**config.mk**
```make
export PLATFORM = sky130hd
export DESIGN_NAME = heading_hold_drive_controller_top
export DESIGN_NICKNAME = d
export VERILOG_FILES = /design/src/design/hhdc_pkg.sv /design/src/design/heading_hold_drive_controller_top.sv
export SDC_FILE = /design/constraint.sdc
export NUM_CORES = 1
export LEC_CHECK = 0
export BUFFER_PORTS_ARGS = -buffer_cell sky130_fd_sc_hd__buf_2
export CAP_MARGIN = 10
export CORE_MARGIN = 2
export CORE_UTILIZATION = 30
export DETAILED_ROUTE_END_ITERATION = 12
export GPL_TIMING_DRIVEN = 0
export SYNTH_ARGS = -nofsm -noshare
export SYNTH_HDL_FRONTEND = slang
export SYNTH_SLANG_ARGS = --single-unit
```
**constraint.sdc**
```tcl
create_clock -name clk -period 9.3 [get_ports clk]
set_input_delay 0.93 -clock clk [delete_from_list [all_inputs] [get_ports clk]]
set_output_delay 0.93 -clock clk [all_outputs]
set_load 0.05 [all_outputs]
```
**src/design/hhdc_pkg.sv**
```systemverilog
// Package for the heading-hold drive controller.
// Holds register indexes, beat layout widths, stage payload types and fixed constants.
// No dependencies.
package hhdc_pkg;

    // configuration register indexes
    localparam logic [2:0] REG_HOLD_ENABLE      = 3'd0;
    localparam logic [2:0] REG_STICK_DEADBAND   = 3'd1;
    localparam logic [2:0] REG_GAIN_EIGHTHS     = 3'd2;
    localparam logic [2:0] REG_CORRECTION_LIMIT = 3'd3;
    localparam logic [2:0] REG_SETTLE_RATE      = 3'd4;

    localparam int CFG_DATA_W = 18;
    localparam int IN_DATA_W  = 56;
    localparam int OUT_DATA_W = 24;

    // reset values of the registers
    localparam logic        RST_HOLD_ENABLE      = 1'b1;
    localparam logic [6:0]  RST_STICK_DEADBAND   = 7'd5;
    localparam logic [7:0]  RST_GAIN_EIGHTHS     = 8'd16;
    localparam logic [6:0]  RST_CORRECTION_LIMIT = 7'd40;
    localparam logic [17:0] RST_SETTLE_RATE      = 18'd2000;

    // headings in centidegrees
    localparam logic [15:0]        FULL_TURN = 16'd36000;
    localparam logic signed [17:0] FULL_TURN_S = 18'sd36000;
    localparam logic signed [17:0] HALF_TURN_S = 18'sd18000;

    // x / 25 == (x * DIV25_MUL) >> DIV25_SHIFT for x < 2**18
    localparam logic [18:0] DIV25_MUL   = 19'd335545;
    localparam int          DIV25_SHIFT = 23;

    typedef struct packed {
        logic               drive;
        logic signed [7:0]  fwd;
        logic signed [7:0]  turn;
        logic               use_corr;
        logic               hold;
        logic signed [17:0] err;
    } s1_t;

    typedef struct packed {
        logic               drive;
        logic signed [7:0]  fwd;
        logic signed [7:0]  turn;
        logic               use_corr;
        logic               hold;
        logic               neg;
        logic [22:0]        prod;
    } s2_t;

endpackage

```
**src/design/heading_hold_drive_controller_top.sv**
```systemverilog
// Heading-hold drive controller, top level.
// Uses hhdc_pkg for register indexes, constants and stage payload types.
//
// Usage:
//   s_axis carries one control tick per beat, m_axis returns one drive result per
//   beat. Configuration registers are written through cfg_we / cfg_index / cfg_data
//   while no tick is in flight; a write takes effect at the next clock edge.
//   Pipeline: input register, decision stage (heading latch update), error times
//   gain multiply, divide by 800 plus clamp into the output register. A tick
//   accepted into the input register moves through the s1, s2 and output
//   registers to m_axis. Throughput is one tick per cycle unless m_axis_tready
//   stalls the output. The latch state is read and written only in the decision
//   stage, so consecutive ticks update it in order with no bubble.
//   When m_axis_tready is low the stages fill up and hold; s_axis_tready drops
//   once every stage holds a beat, and each freed slot is refilled right away.
//   Reset (rst_n low, asynchronous) empties the pipeline, clears the heading latch
//   and loads the register defaults: hold on, deadband 5, gain 16/8, limit 40,
//   settle rate 2000 centidegrees per second.
module heading_hold_drive_controller_top
    import hhdc_pkg::*;
(
    input  logic                  clk,
    input  logic                  rst_n,
    // config write port
    input  logic                  cfg_we,
    input  logic [2:0]            cfg_index,
    input  logic [CFG_DATA_W-1:0] cfg_data,
    // tick input
    input  logic                  s_axis_tvalid,
    output logic                  s_axis_tready,
    // [7:0] stick_forward, [15:8] stick_turn, [31:16] heading_now,
    // [50:32] yaw_rate, [51] heading_valid, [52] rate_valid, [53] sensor_ready,
    // [54] route_active, [55] zero
    input  logic [IN_DATA_W-1:0]  s_axis_tdata,
    // drive result
    output logic                  m_axis_tvalid,
    input  logic                  m_axis_tready,
    // [0] drive_valid, [8:1] forward_cmd, [16:9] turn_cmd, [17] hold_active,
    // [23:18] zero
    output logic [OUT_DATA_W-1:0] m_axis_tdata
);

    // configuration
    logic        hold_enable_reg;
    logic [6:0]  stick_deadband_reg;
    logic [7:0]  gain_eighths_reg;
    logic [6:0]  correction_limit_reg;
    logic [17:0] settle_rate_reg;

    // heading latch
    logic        latched_reg, latched_next;
    logic [15:0] held_heading_reg, held_heading_next;

    // pipeline
    logic                 in_v_reg;
    logic [IN_DATA_W-1:0] in_data_reg;
    logic                 s1_v_reg;
    s1_t                  s1_reg, s1_next;
    logic                 s2_v_reg;
    s2_t                  s2_reg, s2_next;
    logic                 out_v_reg;
    logic [17:0]          out_reg, out_next;

    logic adv_out, adv_s2, adv_s1, adv_in;
    logic step_s1;

    assign adv_out = !out_v_reg || m_axis_tready;
    assign adv_s2  = !s2_v_reg || adv_out;
    assign adv_s1  = !s1_v_reg || adv_s2;
    assign adv_in  = !in_v_reg || adv_s1;
    assign step_s1 = in_v_reg && adv_s1;

    assign s_axis_tready = adv_in;
    assign m_axis_tvalid = out_v_reg;
    assign m_axis_tdata  = {{(OUT_DATA_W-18){1'b0}}, out_reg};

    function automatic logic signed [7:0] deadband(input logic signed [7:0] v,
                                                   input logic [6:0] db);
        logic [7:0] mag;
        begin
            mag = v[7] ? 8'(-v) : 8'(v);
            deadband = (mag < {1'b0, db}) ? 8'sd0 : v;
        end
    endfunction

    // ---------------- decision stage ----------------
    logic signed [7:0]  fwd_db, turn_db;
    logic [15:0]        head_raw, head_now;
    logic signed [18:0] rate;
    logic [18:0]        rate_mag;
    logic               hvalid, rvalid, ready, route;
    logic               hold_cond, latch_now, latched_new;
    logic [15:0]        held_use;
    logic signed [17:0] diff, err;

    always_comb
    begin
        fwd_db   = deadband(in_data_reg[7:0], stick_deadband_reg);
        turn_db  = deadband(in_data_reg[15:8], stick_deadband_reg);
        head_raw = in_data_reg[31:16];
        head_now = (head_raw >= FULL_TURN) ? 16'(head_raw - FULL_TURN) : head_raw;
        rate     = in_data_reg[50:32];
        rate_mag = rate[18] ? 19'(-rate) : 19'(rate);
        hvalid   = in_data_reg[51];
        rvalid   = in_data_reg[52];
        ready    = in_data_reg[53];
        route    = in_data_reg[54];

        hold_cond = hold_enable_reg && ready && hvalid && (turn_db == 8'sd0)
                    && (fwd_db != 8'sd0);
        latch_now = !latched_reg && rvalid && (rate_mag < {1'b0, settle_rate_reg});
        latched_new = !route && hold_cond && (latched_reg || latch_now);
        held_use  = (!route && hold_cond && latch_now) ? head_now : held_heading_reg;

        // shortest wrapped error in [-18000, 17999]
        diff = $signed({2'b00, held_use}) - $signed({2'b00, head_now});
        if (diff >= HALF_TURN_S)
        begin
            err = diff - FULL_TURN_S;
        end
        else if (diff < -HALF_TURN_S)
        begin
            err = diff + FULL_TURN_S;
        end
        else
        begin
            err = diff;
        end

        s1_next.drive    = !route;
        s1_next.fwd      = route ? 8'sd0 : fwd_db;
        s1_next.turn     = route ? 8'sd0 : turn_db;
        s1_next.use_corr = latched_new;
        s1_next.hold     = latched_new;
        s1_next.err      = err;

        latched_next      = step_s1 ? latched_new : latched_reg;
        held_heading_next = step_s1 ? held_use : held_heading_reg;
    end

    // ---------------- multiply stage ----------------
    logic [14:0] err_mag;

    always_comb
    begin
        err_mag = s1_reg.err[17] ? 15'(-s1_reg.err) : 15'(s1_reg.err);
        s2_next.drive    = s1_reg.drive;
        s2_next.fwd      = s1_reg.fwd;
        s2_next.turn     = s1_reg.turn;
        s2_next.use_corr = s1_reg.use_corr;
        s2_next.hold     = s1_reg.hold;
        s2_next.neg      = s1_reg.err[17];
        s2_next.prod     = 23'(err_mag) * 23'(gain_eighths_reg);
    end

    // ---------------- divide by 800, clamp ----------------
    logic [17:0]       div_in;
    logic [36:0]       div_prod;
    logic [13:0]       quot;
    logic [6:0]        cmag;
    logic signed [7:0] corr, turn_out;

    always_comb
    begin
        // /800 == (>>5) then /25, truncating on the magnitude
        div_in   = s2_reg.prod[22:5];
        div_prod = 37'(div_in) * 37'(DIV25_MUL);
        quot     = div_prod[DIV25_SHIFT +: 14];
        cmag     = (quot > {7'd0, correction_limit_reg}) ? correction_limit_reg : quot[6:0];
        corr     = s2_reg.neg ? 8'(-$signed({1'b0, cmag})) : $signed({1'b0, cmag});
        turn_out = s2_reg.use_corr ? corr : s2_reg.turn;
        out_next = {s2_reg.hold, turn_out, s2_reg.fwd, s2_reg.drive};
    end

    // ---------------- registers ----------------
    always_ff @(posedge clk or negedge rst_n)
    begin
        if (!rst_n)
        begin
            hold_enable_reg      <= RST_HOLD_ENABLE;
            stick_deadband_reg   <= RST_STICK_DEADBAND;
            gain_eighths_reg     <= RST_GAIN_EIGHTHS;
            correction_limit_reg <= RST_CORRECTION_LIMIT;
            settle_rate_reg      <= RST_SETTLE_RATE;
        end
        else if (cfg_we)
        begin
            case (cfg_index)
                REG_HOLD_ENABLE:      hold_enable_reg      <= cfg_data[0];
                REG_STICK_DEADBAND:   stick_deadband_reg   <= cfg_data[6:0];
                REG_GAIN_EIGHTHS:     gain_eighths_reg     <= cfg_data[7:0];
                REG_CORRECTION_LIMIT: correction_limit_reg <= cfg_data[6:0];
                REG_SETTLE_RATE:      settle_rate_reg      <= cfg_data[17:0];
                default:              ;
            endcase
        end
    end

    always_ff @(posedge clk or negedge rst_n)
    begin
        if (!rst_n)
        begin
            latched_reg      <= 1'b0;
            held_heading_reg <= 16'd0;
            in_v_reg         <= 1'b0;
            s1_v_reg         <= 1'b0;
            s2_v_reg         <= 1'b0;
            out_v_reg        <= 1'b0;
        end
        else
        begin
            latched_reg      <= latched_next;
            held_heading_reg <= held_heading_next;
            if (adv_in)
            begin
                in_v_reg <= s_axis_tvalid;
            end
            if (adv_s1)
            begin
                s1_v_reg <= in_v_reg;
            end
            if (adv_s2)
            begin
                s2_v_reg <= s1_v_reg;
            end
            if (adv_out)
            begin
                out_v_reg <= s2_v_reg;
            end
        end
    end

    // payload stages, no reset
    always_ff @(posedge clk)
    begin
        if (adv_in && s_axis_tvalid)
        begin
            in_data_reg <= s_axis_tdata;
        end
        if (step_s1)
        begin
            s1_reg <= s1_next;
        end
        if (adv_s2 && s1_v_reg)
        begin
            s2_reg <= s2_next;
        end
        if (adv_out && s2_v_reg)
        begin
            out_reg <= out_next;
        end
    end

    // ---------------- assertions ----------------
    // a held heading always comes with a drive command
    a_hold_implies_drive: assert property (@(posedge clk) disable iff (!rst_n)
        out_v_reg && out_reg[17] |-> out_reg[0])
        else $error("hold_active without drive_valid");

    // a route tick yields an all-zero result
    a_route_zero: assert property (@(posedge clk) disable iff (!rst_n)
        out_v_reg && !out_reg[0] |-> out_reg == 18'd0)
        else $error("route result not zero");

    // a route tick clears the latch
    a_route_clears: assert property (@(posedge clk) disable iff (!rst_n)
        step_s1 && in_data_reg[54] |=> !latched_reg)
        else $error("latch survived a route tick");

    // while holding, the turn command stays inside the correction limit
    a_corr_limit: assert property (@(posedge clk) disable iff (!rst_n)
        out_v_reg && out_reg[17] |->
            ($signed(out_reg[16:9]) <= $signed({1'b0, correction_limit_reg}))
            && ($signed(out_reg[16:9]) >= -$signed({1'b0, correction_limit_reg})))
        else $error("correction outside limit");

    // the latch moves only when a tick passes the decision stage
    a_latch_step: assert property (@(posedge clk) disable iff (!rst_n)
        !step_s1 |=> $stable(latched_reg) && $stable(held_heading_reg))
        else $error("latch changed without a tick");

endmodule

```
# Yosys cells after proc, flatten, opt, wreduce, memory -nomap -nowiden
# Cells that the tools add are included.
# op_classes
div,0
reduce_logical,32
n_mul,2
shifts,0
n_addsub,9
magnitude_cmp,7
n_eq_ne,4
bitwise_logic,0
muxes,13
# ops
cell,count
$mux W8,6
$mul A18 B19 Y37 const B,1
$mux W18,2
$mux W16,2
$mul A15 B8 Y23,1
$lt A19 B18 Y1,1
$mux W19,1
$neg A19 Y19,1
$add A17 B17 Y18 const B,1
$sub A17 B17 Y18 const B,1
$ge A17 B16 Y1 const B,1
$lt A17 B16 Y1 const B,1
$sub A16 B16 Y17,1
$ge A16 B16 Y1 const B,1
$lt A8 B7 Y1,2
$neg A8 Y8,2
$sub A16 B16 Y16 const B,1
$mux W15,1
$neg A15 Y15,1
$gt A14 B7 Y1,1
$logic_and A1 B1 Y1,13
$reduce_and A2 Y1,5
$logic_not A8 Y1,1
$neg A7 Y8,1
other kinds (8),18
# totals
regBits,213
in_bits,82
memories,0
latchBits,0
mem_bits_ro,0
ram_bits,0

# Logic depth before layout (Yosys ltp)
# depth
depth_word,14
mapped_depth,33
mapped_depth_nobuf,32

# Least setup slack after synthesis
# Ideal clock, no wire load.
# synth_path
path_kind,flip-flop to flip-flop
from,register s2_reg (netlist bit div_in[16])
to,register out_reg[16] (data pin)
path_buffers,0
synth_period_minus_slack_ns,7.410
arrival_time_ns,7.153
slack_ns,1.890
path_stages_with_launch,30
cell_sequence,edfxtp_1 > fa_1 > inv_1 > fa_1 > inv_1 > fa_1 > fa_1 > fa_1 > inv_1 > fa_1 > inv_1 > ha_1 > and3_1 > and2_1 > nand3_1 > a31oi_1 > nor4b_2 > xnor2_1 > ha_1 > nor2b_1 > o21ai_0 > nand2b_1 > a21oi_1 > nor2b_1 > o21ai_0 > a21oi_1 > a2111oi_0 > nand4_1 > o311a_1 > a22o_1
# synth_between
elab_chain_len,6
# synth_lines
element,line,rtl
from (decl),heading_hold_drive_controller_top.sv:60,"s2_t s2_reg, s2_next;"
from (signal assigned),heading_hold_drive_controller_top.sv:246,s2_reg <= s2_next;
$mul A18 B19 Y37 (*),heading_hold_drive_controller_top.sv:167,div_prod = 37'(div_in) * 37'(DIV25_MUL);
$gt A14 B7 Y1,heading_hold_drive_controller_top.sv:169,"cmag = (quot > {7'd0, correction_limit_reg}) ? correction_limit_reg : quot[6:0];"
$mux W7 (*),heading_hold_drive_controller_top.sv:169,
$neg A7 Y8 (*),heading_hold_drive_controller_top.sv:170,"corr = s2_reg.neg ? 8'(-$signed({1'b0, cmag})) : $signed({1'b0, cmag});"
$mux W8 (*),heading_hold_drive_controller_top.sv:170,
$mux W8 (*),heading_hold_drive_controller_top.sv:171,turn_out = s2_reg.use_corr ? corr : s2_reg.turn;
named net out_next[16],heading_hold_drive_controller_top.sv:62,"logic [17:0] out_reg, out_next;"
to (signal assigned),heading_hold_drive_controller_top.sv:250,out_reg <= out_next;
to (decl),heading_hold_drive_controller_top.sv:62,
# The timed path passes the listed nets; every way through them passes the cells marked *.
# A chain may end at the register's enable or synchronous reset.

# Worst setup path in the final report
# layout_path
from,register s2_reg (netlist bit div_in[16])
to,register out_reg[10] (data pin)
# layout_between
elab_chain_len,6
# layout_lines
element,line
$mul A18 B19 Y37 (*),heading_hold_drive_controller_top.sv:167
$gt A14 B7 Y1,heading_hold_drive_controller_top.sv:169
$mux W7 (*),heading_hold_drive_controller_top.sv:169
$neg A7 Y8,heading_hold_drive_controller_top.sv:170
$mux W8 (*),heading_hold_drive_controller_top.sv:170
$mux W8 (*),heading_hold_drive_controller_top.sv:171
named net out_next[10],heading_hold_drive_controller_top.sv:62
# Marks and branches as above.

==> key figures <==
Run status
  • Status: completed

Critical path
  • R2R Setup Slk: 0.70 ns
  • WP depth: 30
  • RR Startpoint: div_in[16]
  • Top cell family by delay on the critical path: adder cells
  • Startpoint types: register
  • Crit path top cell by count: fa_1
  • Worst Path Buf+Inv: 5
  • Max stage delay on crit path: 0.68 ns
  • R2R Path End: out_reg[10]
  • CP max-delay cell: fa_1
  • Req. time, crit path: 9.53 ns
  • Critical path startpoint: div_in[16]
  • Crit Path Category: register to register
  • Worst EP arrival: 8.83 ns
  • Crit-path max FO: 10
  • FF-to-FF path depth: 30
  • Nature of the critical path endpoint: register

Timing
  • Setup TNS: 0 ns
  • Unrepaired setup endpoints after global routing: no
  • Final slew viol count: 0
  • Max Freq: 0.116 GHz
  • Post-Route Hold Slack: 0.365 ns
  • Final Critical Period: 8.60 ns
  • Worst Tran Pin Value: 0.884 ns
  • Final setup violating endpoints: 0
  • Fin crit share: 0.925
  • Worst rel slew slack: 0.410
  • Clock Skew: 0.0300 ns
  • Final Hold Viols: 0

Logic synthesis
  • Asr flop ratio synth: 0.301
  • Syn_area_per_cell: 10.4 µm²
  • EDFF count, synth: 144
  • FF+latch count, synth: 206
  • Post-synthesis cell area: 0.0201 mm²
  • Synth Warn #: 0
  • Top cells by area, synth: edfxtp_1, fa_1, ha_1
  • Post-synth top area share: 0.216
  • Post-synth top area cell: edfxtp_1
  • Yosys cell types: 88
  • Synth Instances: 1934
  • Post-synth top flop: edfxtp_1
  • Sequential share of the synthesized area: 0.294

Drt
  • Vias/cell: 4.61
  • Routed len/inst: 14.5 µm
  • Post-route DRC violation count: 0
  • DRT iter0 DRCs: 694
  • DR pass1 iterations: 5
  • Vias: 13600
  • Antenna Violating Nets Remaining: 0
  • Drt total wl: 42.9 mm

Floorplan
  • Chip Height: 263 µm
  • CORE AREA: 0.0660 mm²
  • Die extent in x: 263 µm
  • Die area: 0.0690 mm²
  • # rows: 94
  • Initial core utilization: 0.304
  • Io pins: 108

Global route
  • Vias in the first global route: 14600
  • First-pass GRT wire length: 73.1 mm
  • Largest net degree at the start of global routing: 42
  • Grt ovf: 0
  • Gr usage total: 0.127
  • Initial antenna violation count: 1

Clock network
  • CTS buffer count: 24
  • CTS sink count: 206
  • Clock root cell: clkbuf_16
  • Clock-pin slew on the worst setup and hold paths: 0.06 ns
  • Postcts setup bufs: 0
  • Htree depth: 1
  • CTS Buffer Depth: 3
  • Clk_lat worst skew: 0.55 ns
  • CTS tree: built

Cells and area
  • Commonest non-fill, non-tap cell in the layout: inv_1
  • Most frequent cells in the layout: inv_1, ha_1, fa_1
  • Final core utilization: 0.344
  • FILL cells: 6584
  • Area Overhead vs Synth: 13.0%
  • Final Cell Area: 0.0227 mm²
  • Layout cell share with drive strength beyond 1: 0.111
  • Largest register FFs: 55
  • Layout Nets: 2600

Job
  • MaxCap Viol Count: 0

Placed design
  • Placer Congestion: 0.865
  • Dpl cell area: 0.0218 mm²
  • IO Port Bufs: 100
  • Final HPWL DP: 36.1 mm

Min path
  • Min-Delay Path Class: input port to async pin
==> worst max path at each step <==
stage	end
after floorplan	out_reg[16]
after global placement	out_reg[11]
after detailed placement	out_reg[11]
after CTS	out_reg[11]
after global routing	out_reg[10]
final	out_reg[10]
==> Yosys cell counts (all sizes together), types with 4 or more instances <==
library cell / count
or4: 5
nand4: 9
a31oi: 11
clkbuf: 28
edfxtp: 144
or2: 6
dfstp: 12
o21ai: 96
and3: 6
o311ai: 8
nand2b: 30
o22ai: 6
nor2: 54
and2: 69
dfrtp: 50
a2111oi: 5
o211ai: 5
nand2: 180
nor2b: 22
fa: 195
a21o: 37
mux2: 27
nor3: 26
o41ai: 9
nand3b: 5
inv: 351
or3: 14
a21oi: 47
xor2: 17
mux2i: 12
buf: 10
o21a: 11
ha: 253
a211oi: 8
nor4: 4
o31ai: 15
nand3: 20
o21bai: 5
xnor2: 80
==> through the flow <==
stage                     std cells  setup WS, ns
final                          2953         0.696
after global routing           2953       0.00756
after CTS                      2952         0.516
after detailed placement       2908         0.578
after global placement         2903         0.658
after floorplan                1939          1.89
==> kinds of logic (layout without fill, tap and decap cells) <==
group,after synthesis,after routing,synth area share
other,1,7,0.000187
flip-flops,206,206,0.294
adder cells (fa/ha/maj),448,448,0.352
AO/OA/AOI/OAI,295,295,0.101
AND/OR/NAND/NOR,459,459,0.114
multiplexers,39,39,0.0211
buffers and inverters,389,538,0.0746
XOR/XNOR,97,97,0.0431
==> layout make-up <==
class,count,area (µm²),area share
Timing Repair Buffer,105,594,0.0262
Sequential cell,206,5890,0.260
Tap cell,864,1080,0.0477
Clock buffer,31,709,0.0313
Inverter,351,1320,0.0581
Antenna cell,1,2.50,0.000110
Clock inverter,13,183,0.00806
Buffer,38,179,0.00789
Multi-Input combinational cell,1344,12700,0.561
==> routing by layer <==
layer / GRT usage / vias up / wire length [µm]
li1: - / 6716 / -
met5: 0 / - / 0
met2: 0.221 / 238 / 20700
met4: 0.0349 / 0 / 1100
met3: 0.0130 / 67 / 1350
met1: 0.166 / 6579 / 19800
==> timing repair <==
item | CTS | global route
gates resized for setup | 0 | 1
hold buffers | 0 | 0
endpoints found under the setup margin | 0 | 8
Power is not shown: default switching activity piles up to over one toggle a cycle in this logic, so the estimate is an artifact.
